$ cat config.mk
export PLATFORM = sky130hd
export DESIGN_NAME = index_bubble_sort_by_value_unit
export DESIGN_NICKNAME = d
export VERILOG_FILES = /design/src/hw/rtl/ibsv_pkg.sv /design/src/hw/rtl/ibsv_ram.sv /design/src/hw/rtl/index_bubble_sort_by_value_unit.sv
export SDC_FILE = /design/constraint.sdc
export NUM_CORES = 2
export LEC_CHECK = 0
export BUFFER_PORTS_ARGS = -buffer_cell sky130_fd_sc_hd__buf_2
export CAP_MARGIN = 10
export CORE_ASPECT_RATIO = 0.6
export CORE_MARGIN = 2
export CORE_UTILIZATION = 55
export CTS_CLUSTER_DIAMETER = 200
export DETAILED_ROUTE_END_ITERATION = 10
export GPL_TIMING_DRIVEN = 0
export PLACE_DENSITY = 0.76
export SYNTH_ARGS = -nofsm -noshare
export SYNTH_HDL_FRONTEND = slang
export SYNTH_HIERARCHICAL = 1
export SYNTH_SLANG_ARGS = --single-unit
$ cat constraint.sdc
create_clock -name clock -period 11.9 [get_ports clock]
set_input_delay 0.595 -clock clock [delete_from_list [all_inputs] [get_ports clock]]
set_output_delay 0.595 -clock clock [all_outputs]
set_load 0.005 [all_outputs]
$ cat src/hw/rtl/ibsv_pkg.sv
// shared constants for the index bubble sort unit
`default_nettype none

package ibsv_pkg;

   // number of keys one set can hold
   localparam int DEPTH = 64;
   // width of a store index and of the entry count
   localparam int IDX_W = (DEPTH > 1) ? $clog2(DEPTH) : 1;
   localparam int CNT_W = $clog2(DEPTH + 1);
   // sort key: signed fixed point, 8 fraction bits
   localparam int KEY_W = 32;
   // result data bus, index padded to whole bytes
   localparam int RSP_DATA_W = ((IDX_W + 7) / 8) * 8;

   typedef logic signed [KEY_W-1:0] key_type;
   typedef logic [IDX_W-1:0]        idx_type;
   typedef logic [CNT_W-1:0]        cnt_type;

endpackage : ibsv_pkg

`default_nettype wire

$ cat src/hw/rtl/ibsv_ram.sv
// generic single write port, single read port ram with registered read
`default_nettype none

module ibsv_ram #(
   parameter int WIDTH = 8,
   parameter int DEPTH = 64
) (
   input  wire logic                                    clock,
   input  wire logic                                    wr_en,
   input  wire logic [((DEPTH > 1) ? $clog2(DEPTH) : 1)-1:0] wr_addr,
   input  wire logic [WIDTH-1:0]                        wr_data,
   input  wire logic [((DEPTH > 1) ? $clog2(DEPTH) : 1)-1:0] rd_addr,
   output logic      [WIDTH-1:0]                        rd_data
);

   logic [WIDTH-1:0] mem_ff [DEPTH];
   logic [WIDTH-1:0] rd_data_ff;

   // write port
   always_ff @(posedge clock) begin
      if (wr_en) begin
         mem_ff[wr_addr] <= wr_data;
      end
   end

   // registered read port
   always_ff @(posedge clock) begin
      rd_data_ff <= mem_ff[rd_addr];
   end

   assign rd_data = rd_data_ff;

endmodule : ibsv_ram

`default_nettype wire

$ cat src/hw/rtl/index_bubble_sort_by_value_unit.sv
// top level of the index bubble sort unit
`default_nettype none

// Collects signed keys (32 bits, 8 fraction bits) one per request on the
// req_ channel, stored in arrival order, up to 64 of them; further keys are
// dropped. A request with req_tlast high closes the set: the unit bubble-sorts
// the arrival indices ascending by key (equal keys keep arrival order) and then
// sends one rsp_ item per stored key, the arrival index of the entry at each
// rank, with rsp_tlast on the final one.
// Loading takes a new request every clock. The sort runs on one shared
// comparator fed by two rams with registered reads (keys and the index
// order): each compare-swap step fetches the neighbor's key, then compares
// and writes back, and each pass adds states to fetch the head and settle
// the carried maximum; each result is read, loaded and held until taken.
// req_tready is low from the closing request until the final result is taken.
// A stalled receiver holds the current result on rsp_tdata and the unit waits.
// Reset (synchronous, active high) empties the set and drops any sort or
// result in progress; stored keys are not cleared.
module index_bubble_sort_by_value_unit (
   input  wire logic                               clock,
   input  wire logic                               reset,
   input  wire logic                               req_tvalid,
   output logic                                    req_tready,
   input  wire logic [ibsv_pkg::KEY_W-1:0]         req_tdata,  // [31:0] key
   input  wire logic                               req_tlast,  // last_item
   output logic                                    rsp_tvalid,
   input  wire logic                               rsp_tready,
   output logic      [ibsv_pkg::RSP_DATA_W-1:0]    rsp_tdata,  // [5:0] original_index
   output logic                                    rsp_tlast   // last_of_run
);

   import ibsv_pkg::*;

   // sequencer states
   localparam logic [3:0] S_LOAD    = 4'd0;
   localparam logic [3:0] S_P0      = 4'd1;
   localparam logic [3:0] S_P1      = 4'd2;
   localparam logic [3:0] S_P2      = 4'd3;
   localparam logic [3:0] S_RK      = 4'd4;
   localparam logic [3:0] S_CMP     = 4'd5;
   localparam logic [3:0] S_PEND    = 4'd6;
   localparam logic [3:0] S_EMIT_RD = 4'd7;
   localparam logic [3:0] S_EMIT_LD = 4'd8;
   localparam logic [3:0] S_EMIT_WT = 4'd9;

   logic [3:0] state_ff, state_in;
   cnt_type    count_ff, count_in;
   idx_type    lim_ff, lim_in;
   idx_type    j_ff, j_in;
   idx_type    rank_ff, rank_in;
   idx_type    cur_ff, cur_in;
   key_type    curk_ff, curk_in;
   idx_type    b_ff, b_in;
   logic       rsp_valid_ff, rsp_valid_in;
   logic       rsp_last_ff, rsp_last_in;
   idx_type    rsp_idx_ff, rsp_idx_in;

   // ram ports
   logic       key_we;
   idx_type    key_waddr;
   key_type    key_wdata;
   idx_type    key_raddr;
   logic [KEY_W-1:0] key_rdata;
   logic       ord_we;
   idx_type    ord_waddr;
   idx_type    ord_wdata;
   idx_type    ord_raddr;
   idx_type    ord_rdata;

   logic       req_acc;
   logic       has_room;
   cnt_type    cnt_new;
   logic       greater;
   idx_type    j_next;
   cnt_type    rank_next;

   ibsv_ram #(.WIDTH(KEY_W), .DEPTH(DEPTH)) u_key_ram (
      .clock   (clock),
      .wr_en   (key_we),
      .wr_addr (key_waddr),
      .wr_data (key_wdata),
      .rd_addr (key_raddr),
      .rd_data (key_rdata)
   );

   ibsv_ram #(.WIDTH(IDX_W), .DEPTH(DEPTH)) u_ord_ram (
      .clock   (clock),
      .wr_en   (ord_we),
      .wr_addr (ord_waddr),
      .wr_data (ord_wdata),
      .rd_addr (ord_raddr),
      .rd_data (ord_rdata)
   );

   assign req_tready = (state_ff == S_LOAD);
   assign req_acc    = req_tvalid && req_tready;
   assign has_room   = (count_ff < CNT_W'(DEPTH));
   assign cnt_new    = has_room ? (count_ff + 1'b1) : count_ff;
   // shared comparator: carried key strictly above the next one moves on
   assign greater    = (curk_ff > $signed(key_rdata));
   assign j_next     = j_ff + 1'b1;
   assign rank_next  = CNT_W'(rank_ff) + 1'b1;

   // sequencer and datapath next state
   always_comb begin
      state_in     = state_ff;
      count_in     = count_ff;
      lim_in       = lim_ff;
      j_in         = j_ff;
      rank_in      = rank_ff;
      cur_in       = cur_ff;
      curk_in      = curk_ff;
      b_in         = b_ff;
      rsp_valid_in = rsp_valid_ff;
      rsp_last_in  = rsp_last_ff;
      rsp_idx_in   = rsp_idx_ff;
      key_we       = 1'b0;
      key_waddr    = count_ff[IDX_W-1:0];
      key_wdata    = req_tdata;
      key_raddr    = ord_rdata;
      ord_we       = 1'b0;
      ord_waddr    = count_ff[IDX_W-1:0];
      ord_wdata    = count_ff[IDX_W-1:0];
      ord_raddr    = '0;

      case (state_ff)
         // store key and identity index, close set on last
         S_LOAD: begin
            if (req_acc) begin
               key_we   = has_room;
               ord_we   = has_room;
               count_in = cnt_new;
               if (req_tlast) begin
                  lim_in  = IDX_W'(cnt_new - 1'b1);
                  rank_in = '0;
                  if (cnt_new > CNT_W'(1)) begin
                     state_in = S_P0;
                  end else begin
                     state_in = S_EMIT_RD;
                  end
               end
            end
         end
         // pass start: fetch head of the order
         S_P0: begin
            ord_raddr = '0;
            j_in      = '0;
            state_in  = S_P1;
         end
         S_P1: begin
            cur_in    = ord_rdata;
            key_raddr = ord_rdata;
            state_in  = S_P2;
         end
         S_P2: begin
            curk_in   = key_rdata;
            ord_raddr = j_next;
            state_in  = S_RK;
         end
         // fetch the neighbor's key
         S_RK: begin
            b_in      = ord_rdata;
            key_raddr = ord_rdata;
            state_in  = S_CMP;
         end
         // compare-swap: write the smaller one back at j, carry the larger
         S_CMP: begin
            ord_we    = 1'b1;
            ord_waddr = j_ff;
            if (greater) begin
               ord_wdata = b_ff;
            end else begin
               ord_wdata = cur_ff;
               cur_in    = b_ff;
               curk_in   = key_rdata;
            end
            j_in      = j_next;
            ord_raddr = j_next + 1'b1;
            if (j_next == lim_ff) begin
               state_in = S_PEND;
            end else begin
               state_in = S_RK;
            end
         end
         // pass end: the carried maximum settles at the pass limit
         S_PEND: begin
            ord_we    = 1'b1;
            ord_waddr = lim_ff;
            ord_wdata = cur_ff;
            lim_in    = lim_ff - 1'b1;
            if (lim_ff == IDX_W'(1)) begin
               state_in = S_EMIT_RD;
            end else begin
               state_in = S_P0;
            end
         end
         // read the index at this rank
         S_EMIT_RD: begin
            ord_raddr = rank_ff;
            state_in  = S_EMIT_LD;
         end
         S_EMIT_LD: begin
            rsp_idx_in   = ord_rdata;
            rsp_valid_in = 1'b1;
            rsp_last_in  = (rank_next == count_ff);
            state_in     = S_EMIT_WT;
         end
         // hold the result until taken
         S_EMIT_WT: begin
            if (rsp_tready) begin
               rsp_valid_in = 1'b0;
               if (rsp_last_ff) begin
                  count_in = '0;
                  state_in = S_LOAD;
               end else begin
                  rank_in  = rank_ff + 1'b1;
                  state_in = S_EMIT_RD;
               end
            end
         end
         default: begin
            state_in     = S_LOAD;
            rsp_valid_in = 1'b0;
         end
      endcase
   end

   // control registers
   always_ff @(posedge clock) begin
      if (reset) begin
         state_ff     <= S_LOAD;
         count_ff     <= '0;
         rsp_valid_ff <= 1'b0;
      end else begin
         state_ff     <= state_in;
         count_ff     <= count_in;
         rsp_valid_ff <= rsp_valid_in;
      end
   end

   // datapath registers
   always_ff @(posedge clock) begin
      lim_ff      <= lim_in;
      j_ff        <= j_in;
      rank_ff     <= rank_in;
      cur_ff      <= cur_in;
      curk_ff     <= curk_in;
      b_ff        <= b_in;
      rsp_last_ff <= rsp_last_in;
      rsp_idx_ff  <= rsp_idx_in;
   end

   assign rsp_tvalid = rsp_valid_ff;
   assign rsp_tdata  = RSP_DATA_W'(rsp_idx_ff);
   assign rsp_tlast  = rsp_last_ff;

endmodule : index_bubble_sort_by_value_unit

`default_nettype wire

After elaboration in Yosys (flattened, before gate mapping)

Memories as Yosys holds them, arrays and structs flattened. A register that Yosys moved wholly into a read port is not among the register bits.
Cells that the tools add are included.

Flip-flop bits (word level): 81
Bits in latches: 0
Bits in writable memories: 2432
Memory bits (read-only): 0
Input bits: 37
Output and inout bits: 11
Memories: 2

Memories:

| name             | depth | bits a word | rd ports | clocked after memory_dff | write ports | line           | source |
|---|---|---|---|---|---|---|---|
| u_key_ram.mem_ff | 64    | 32          | 1        | 1                        | 1           | ibsv_ram.sv:16 | `logic [WIDTH-1:0] mem_ff [DEPTH];` |
| u_ord_ram.mem_ff | 64    | 6           | 1        | 1                        | 1           | ibsv_ram.sv:16 |  |

$add $sub $neg: 7
Multipliers: 0
Divide/modulo/power cells: 0
Order comparisons: 3
Eq/ne operators: 18
Shift operators: 0
Muxes and demuxes: 39
Bitwise logic cells: 1
Reductions and logical operators: 16

Operators with widths:

| kind                                                           | count |
|---|---|
| case mux 6 bit (2 select lines)                                | 6 |
| case mux 32 bit (2 select lines)                               | 1 |
| two-way mux 6 bit                                              | 8 |
| case mux 4 bit (10 select lines)                               | 1 |
| greater-than comparator 32 bit                                 | 1 |
| two-way mux 32 bit                                             | 1 |
| two-way mux 7 bit                                              | 4 |
| adder 6 x 1 -> 6 bit (second input constant)                   | 3 |
| case mux 6 bit (3 select lines)                                | 1 |
| equality test 4 x 3 -> 1 bit (second input constant)           | 4 |
| case mux 7 bit (2 select lines)                                | 1 |
| two-way mux 4 bit                                              | 3 |
| subtractor 6 x 1 -> 6 bit (second input constant)              | 2 |
| nonzero test 2 bit                                             | 5 |
| two-way mux 3 bit                                              | 3 |
| equality test 4 x 2 -> 1 bit (second input constant)           | 2 |
| equality test 4 bit (second input constant)                    | 2 |
| != test 2 bit (second input constant)                          | 4 |
| OR reduction 8 bit                                             | 1 |
| adder 6 x 1 -> 7 bit (second input constant)                   | 1 |
| adder 7 x 1 -> 7 bit (second input constant)                   | 1 |
| equality test 7 bit                                            | 1 |
| greater-than comparator 7 x 1 -> 1 bit (second input constant) | 1 |
| < comparator 7 bit (second input constant)                     | 1 |
| 16 further kinds                                               | 26 |

Longest topological paths before layout

Depth in word-level cells: 7
Gate-level depth with buffers: 14
Mapped depth without buffers: 12

By module

Netlist, hierarchy kept.

By module, submodules not included:

| module                          | times used | cells an instance | area each (um^2) | seq. area each (um^2) |
|---|---|---|---|---|
| ibsv_ram at u_key_ram           | 1          | 3324              | 78515.3          | 62139.6 |
| ibsv_ram at u_ord_ram           | 1          | 720               | 15225.9          | 11651.2 |
| index_bubble_sort_by_value_unit | 1          | 525               | 5061.1           | 2312.2 |

Least setup slack after synthesis

No wires, ideal clock.

Path type: flip-flop to flip-flop
Start point: register curk_ff[29]
End point: memory u_ord_ram/mem_ff[0][0] (netlist bit) (data pin)
Library setup time: 0.542 ns
Arrival time: 3.680 ns
Data required time: 11.358 ns
Path slack: 7.679 ns
Cell stages (with the launch flop): 9
Period minus slack after synthesis: 4.221 ns
Path through: edfxtp_1 -> ha_1 -> a21o_1 -> a2111oi_0 -> o31ai_1 -> a21o_1 -> a22o_1 -> buf_2 -> o211ai_1

Cells in the longest elaborated chain, start to end: 3

RTL lines:

| what                            | line                                   | source |
|---|---|---|
| start, declared                 | index_bubble_sort_by_value_unit.sv:52  | `key_type curk_ff, curk_in;` |
| start signal, assigned          | index_bubble_sort_by_value_unit.sv:247 | `curk_ff <= curk_in;` |
| greater-than comparator 32 bit  | index_bubble_sort_by_value_unit.sv:100 | `assign greater = (curk_ff > $signed(key_rdata));` |
| two-way mux 6 bit               | index_bubble_sort_by_value_unit.sv:170 | `if (greater) begin` |
| case mux 6 bit (2 select lines) | index_bubble_sort_by_value_unit.sv:126 | `case (state_ff)` |
| via ord_wdata[0]                | index_bubble_sort_by_value_unit.sv:66  | `idx_type ord_wdata;` |
| end, declared                   | ibsv_ram.sv:16                         |  |

The timed path passes the listed nets, and every way through them passes these cells.

Final worst setup path

Start point: register state_ff[3]
End point: register u_ord_ram.rd_data_ff[2], in the netlist u_ord_ram/rd_data[2], read port of u_ord_ram.mem_ff

Cells in the longest elaborated chain, start to end: 2
Elaborated cells on any way between the ends: 4
Those cells by class: eq/ne (3); mux (1)

RTL lines:

| what                                                                                | line                                   | source |
|---|---|---|
| start, declared                                                                     | index_bubble_sort_by_value_unit.sv:46  | `logic [3:0] state_ff, state_in;` |
| start signal, assigned                                                              | index_bubble_sort_by_value_unit.sv:235 | `state_ff <= state_in;` |
| equality test 4 x 3 -> 1 bit / equality test 4 x 2 -> 1 bit (equally long branches) | index_bubble_sort_by_value_unit.sv:126 |  |
| case mux 6 bit (3 select lines) (*)                                                 | index_bubble_sort_by_value_unit.sv:126 |  |
| via ord_raddr[1]                                                                    | index_bubble_sort_by_value_unit.sv:67  | `idx_type ord_raddr;` |
| end, declared                                                                       | ibsv_ram.sv:17                         | `logic [WIDTH-1:0] rd_data_ff;` |

Mark *: on every way through the listed nets, which the timed path passes. The rest lies on a longest branch.
A chain may end at the register's enable or synchronous reset.

==> out/results.tsv <==
stage	metric	value	unit
outcome	status	complete, but fails checks	
outcome	failing checks	capacitance limit, slew limit	
pwr	Internal Power	17.0	mW
clock_network	clock-pin slew on the worst setup and hold paths	0.07	ns
hold_path	hold crit path type	input port to register	
cells_and_area	area of the multi-input gates	21800	um2
cells_and_area	Area growth syn-to-layout	13.5	%
logic_synthesis	Async S/R FF share, synth	0	%
clock_network	Setup Buffers After CTS	0	
setup_path	Crit. End Element	register	
logic_synthesis	xor/xnor cell area share of the yosys netlist	0.337	%
clock_network	cts hold-fix bufs	0	
pwr	total leakage power	34.9	nW
setup_path	Data required, critical path	12.64	ns
pwr	total power	25.3	mW
detailed_routing	DR DRC count	0	
logic_synthesis	number of synthesized flops with an enable pin	2501	
timing	max_slew headroom	-0.414	%
pwr	Clock power frac	28.2	%
setup_path	crit path max fanout	10	
cells_and_area	layout net count	5063	
grt	global-route usage over all layers	32.3	%
clock_network	H-tree levels	4	
logic_synthesis	yosys warns	6	
logic_synthesis	Synth Area in Simple Gates	2.46	%
run	max_cap viols	1	
timing	Final setup viols	0	
floorplan	full die area	183000	um2
timing	Final min period	5.01	ns
logic_synthesis	synth unique cells	71	
timing	Hold Vio Cnt, Final	0	
logic_synthesis	Top FF cell, synth	edfxtp_1	
timing	Worst-Margin Slew	1.51	ns
detailed_routing	drt total wl	297	mm
timing	setup TNS	0	ns
logic_synthesis	largest family of logic cells by synthesized area	multiplexers	
pwr	Sequential Power Share	41.1	%
setup_path	Top Family by Delay on Critical Path	buffers and inverters	
setup_path	CP cell instances	nand2b_1 -> clkbuf_1 -> nor2_1 -> clkbuf_1 -> a22oi_1 -> o21ai_0 -> clkbuf_1 -> buf_2 -> buf_2 -> mux4_2 -> mux2i_1 -> a21oi_1 -> a32o_1	
pwr	switch share	32.9	%
grt	first-pass GRT wire length	404	mm
cells_and_area	share of cells above drive strength 1	25.8	%
clock_network	number of gates resized after CTS	0	
floorplan	Die Wd	551	um
pwr	Net Switching	8.33	mW
detailed_routing	DRT iter0 DRCs	10600	
detailed_routing	first-pass detailed-route iteration total	9	
detailed_routing	vias per inst	7.11	
cells_and_area	Filler Cells Inserted	11500	
pwr	Power Dens Cells	226	nW/um2
logic_synthesis	Seq/Total Area, Yosys	77.0	%
timing	Pins Over Slew Limit	1	
placed_design	detailed placement HPWL	192	mm
pwr	maximum vdd drop	159	uV
placed_design	port buffer count	45	
detailed_routing	total number of vias	53700	
cells_and_area	register area	76100	um2
setup_path	Startpoint Class	register	
logic_synthesis	Post-Synthesis Cells	4569	
grt	number of global-route vias before repair	50900	
floorplan	Die Ht	332	um
timing	period utilisation layout	42.1	%
clock_network	CTS Sinks	2551	
setup_path	arrival time worst endpoint	5.75	ns
setup_path	CP max stage delay	0.59	ns
placed_design	GPL Wtd Cong	0.953	
logic_synthesis	Syn Area/Cell	21.6	um2
logic_synthesis	post-synthesis compound-gate area fraction	2.50	%
pwr	Gate power share	30.7	%
floorplan	Initial Util	55.4	%
timing	FMAX	0.200	GHz
clock_network	Num CTS Buffers	219	
clock_network	TritonCTS clock tree	built	
grt	initial antenna violation count	16	
logic_synthesis	adder-cell share of the synthesized area	0.507	%
grt	grt ovf	0	
setup_path	Worst Path Buf+Inv	5	
setup_path	CP max stage cell	nor2_1	
timing	RSZ-0062 raised after global routing	false	
detailed_routing	antenna-violating nets left	0	
detailed_routing	wire per inst	39.3	um
grt	largest net degree at the start of global routing	65	
clock_network	root buf cell	clkbuf_16	
clock_network	clk buf depth	4	
logic_synthesis	post-synthesis mux area share	15.7	%
floorplan	I/O Pins	48	
logic_synthesis	post-synthesis register bit count	2551	
floorplan	Rows	120	
setup_path	CP Class	register to register	
logic_synthesis	Mapped Area	98800	um2
floorplan	Core Region	178000	um2
timing	Clock Skew	0.104	ns
clock_network	worst skew pair latency	0.89	ns
setup_path	cell mode on critical path	clkbuf_1	
-- final timing paths --
| kind | to | depth (start not counted) | slack [ns] | startpoint |
|---|---|---|---|---|
| setup / recovery | u_ord_ram/rd_data[2] | 13 | 6.89 | state_ff[3] |
| hold / removal | u_key_ram/mem_ff[51][3] | 1 | 0.11 | req_tdata[3] |
| setup reg to reg | u_ord_ram/rd_data[2] | 13 | 6.89 | state_ff[3] |
| hold reg to reg | curk_ff[3] | 0 | 0.42 | u_key_ram/rd_data[3] |
-- worst reg2reg max path: stages (launching register included) --
cell and delay, ns:
dfxtp_1 0.39, nand2b_1 0.17, clkbuf_1 0.20, nor2_1 0.59
clkbuf_1 0.50, a22oi_1 0.13, o21ai_0 0.12, clkbuf_1 0.50
buf_2 0.39, buf_2 0.51, mux4_2 0.40, mux2i_1 0.46
a21oi_1 0.19, a32o_1 0.38
-- registers in the layout (all words and copies together) (netlist names), 6 cells and up --
name               flops
lim_ff                 6
b_ff                   6
u_key_ram/mem_ff    2048
u_key_ram/rd_data     32
u_ord_ram/mem_ff     384
count_ff               7
j_ff                   6
cur_ff                 6
curk_ff               32
u_ord_ram/rd_data      6
rank_ff                6
rsp_idx_ff             6
-- power groups by stage --
stage	registers, mW	clock network (mW)	logic [mW]
final	10.4	7.12	7.77
after global routing	10.4	7.48	7.84
after CTS	10.4	7.15	7.37
after detailed placement	10.6	0	7.26
after global placement	10.6	0	7.02
after floorplan	10.5	0	4.35
-- final cells by class --
class                           instances  area share (%)
Multi-Input combinational cell       1731            19.4
Clock buffer                          268            5.12
Tap cell                             2379            2.65
Inverter                               40           0.134
Timing Repair Buffer                  195            2.57
Sequential cell                      2551            67.9
Clock inverter                        131            1.08
Antenna cell                           11          0.0246
Buffer                                248            1.11
-- cells in the mapped netlist (5+ instances only) --
| cell | count | area, um2 |
|---|---|---|
| nand3_1 | 38 | 190 |
| a221oi_1 | 9 | 78.8 |
| nor3_1 | 24 | 120 |
| or3b_2 | 6 | 52.6 |
| a2bb2oi_1 | 6 | 52.6 |
| buf_4 | 29 | 218 |
| buf_1 | 25 | 93.8 |
| dfxtp_1 | 50 | 1000 |
| a31oi_1 | 6 | 37.5 |
| mux2i_1 | 109 | 1090 |
| o22a_1 | 6 | 52.6 |
| nor2b_1 | 30 | 188 |
| o21ai_1 | 6 | 30.0 |
| nand4b_1 | 5 | 43.8 |
| o211ai_1 | 9 | 67.6 |
| nand2b_1 | 21 | 131 |
| or2_2 | 5 | 31.3 |
| a211oi_1 | 10 | 75.1 |
| nand3b_1 | 9 | 67.6 |
| o221ai_1 | 36 | 315 |
| and2_1 | 13 | 81.3 |
| or3_1 | 7 | 43.8 |
| o21ai_0 | 21 | 105 |
| and3_1 | 7 | 43.8 |
| a311oi_1 | 8 | 70.1 |
| a21o_1 | 11 | 82.6 |
| a41o_1 | 5 | 50.1 |
| inv_1 | 40 | 150 |
| buf_6 | 10 | 113 |
| nor2_1 | 266 | 998 |
| clkbuf_1 | 109 | 409 |
| ha_1 | 40 | 500 |
| nand2_1 | 65 | 244 |
| nand4_1 | 8 | 50.1 |
| a21oi_1 | 103 | 515 |
| mux4_1 | 6 | 158 |
| nor3b_1 | 5 | 37.5 |
| o22ai_1 | 98 | 613 |
| a22oi_1 | 18 | 135 |
| xnor2_1 | 20 | 175 |
| mux4_2 | 631 | 14200 |
| edfxtp_1 | 2501 | 75100 |
| mux2_2 | 9 | 101 |
| buf_2 | 72 | 360 |
| xor2_1 | 18 | 158 |
-- through the flow --
stage | hold slack, ns | setup slack, ns | utilization (%) | cells | instance area [um2]
2_1_floorplan | 0.408 | 7.68 | - | 4570 | 98800
3_3_place_gp | 0.411 | 2.62 | 57.2 | 6994 | 102000
3_5_place_dp | 0.418 | 7.11 | 58.8 | 7128 | 105000
4_1_cts | 0.0761 | 7.14 | 62.7 | 7527 | 112000
5_1_grt | 0.0917 | 6.73 | 62.8 | 7547 | 112000
6_report | 0.113 | 6.89 | 62.9 | 7554 | 112000
-- placed cells by master (no fill, tap or decap), drive strengths merged, types with 10 or more instances in the layout --
cell	Yosys	final
nor2	266	266
edfxtp	2501	2501
mux2i	109	109
clkinv	0	96
nand3	38	38
a21o	11	11
xnor2	20	20
dfxtp	50	50
diode	0	11
buf	139	333
clkbuf	109	378
a21oi	104	104
and2	14	14
mux4	637	637
nor3	24	24
nand2	65	65
a22oi	19	19
a211oi	10	10
o221ai	36	36
bufinv	0	21
ha	40	40
o21ai	27	27
xor2	18	18
inv	40	49
o22ai	98	98
nor2b	30	30
nand2b	21	21
-- layer usage --
metal  share of wire (%)  global-route usage (%)  wire length [um]  up-vias
met1                  36                    47.9            106000    27800
met3                  19                    14.5             57700      687
met5               0.028                       0                84        -
li1                    -                       -                 -    20000
met2                  41                    43.4            123000     5243
met4                 3.4                    9.29              9960        6
-- kinds of logic after synthesis --
group / count (synthesis)
other cells: 1
compound gates: 373
xor+xnor: 38
mux: 755
flops: 2551
buf+inv: 288
fa+ha+maj: 40
simple gates: 523
No activity file was read; power rests on OpenSTA's default activity.
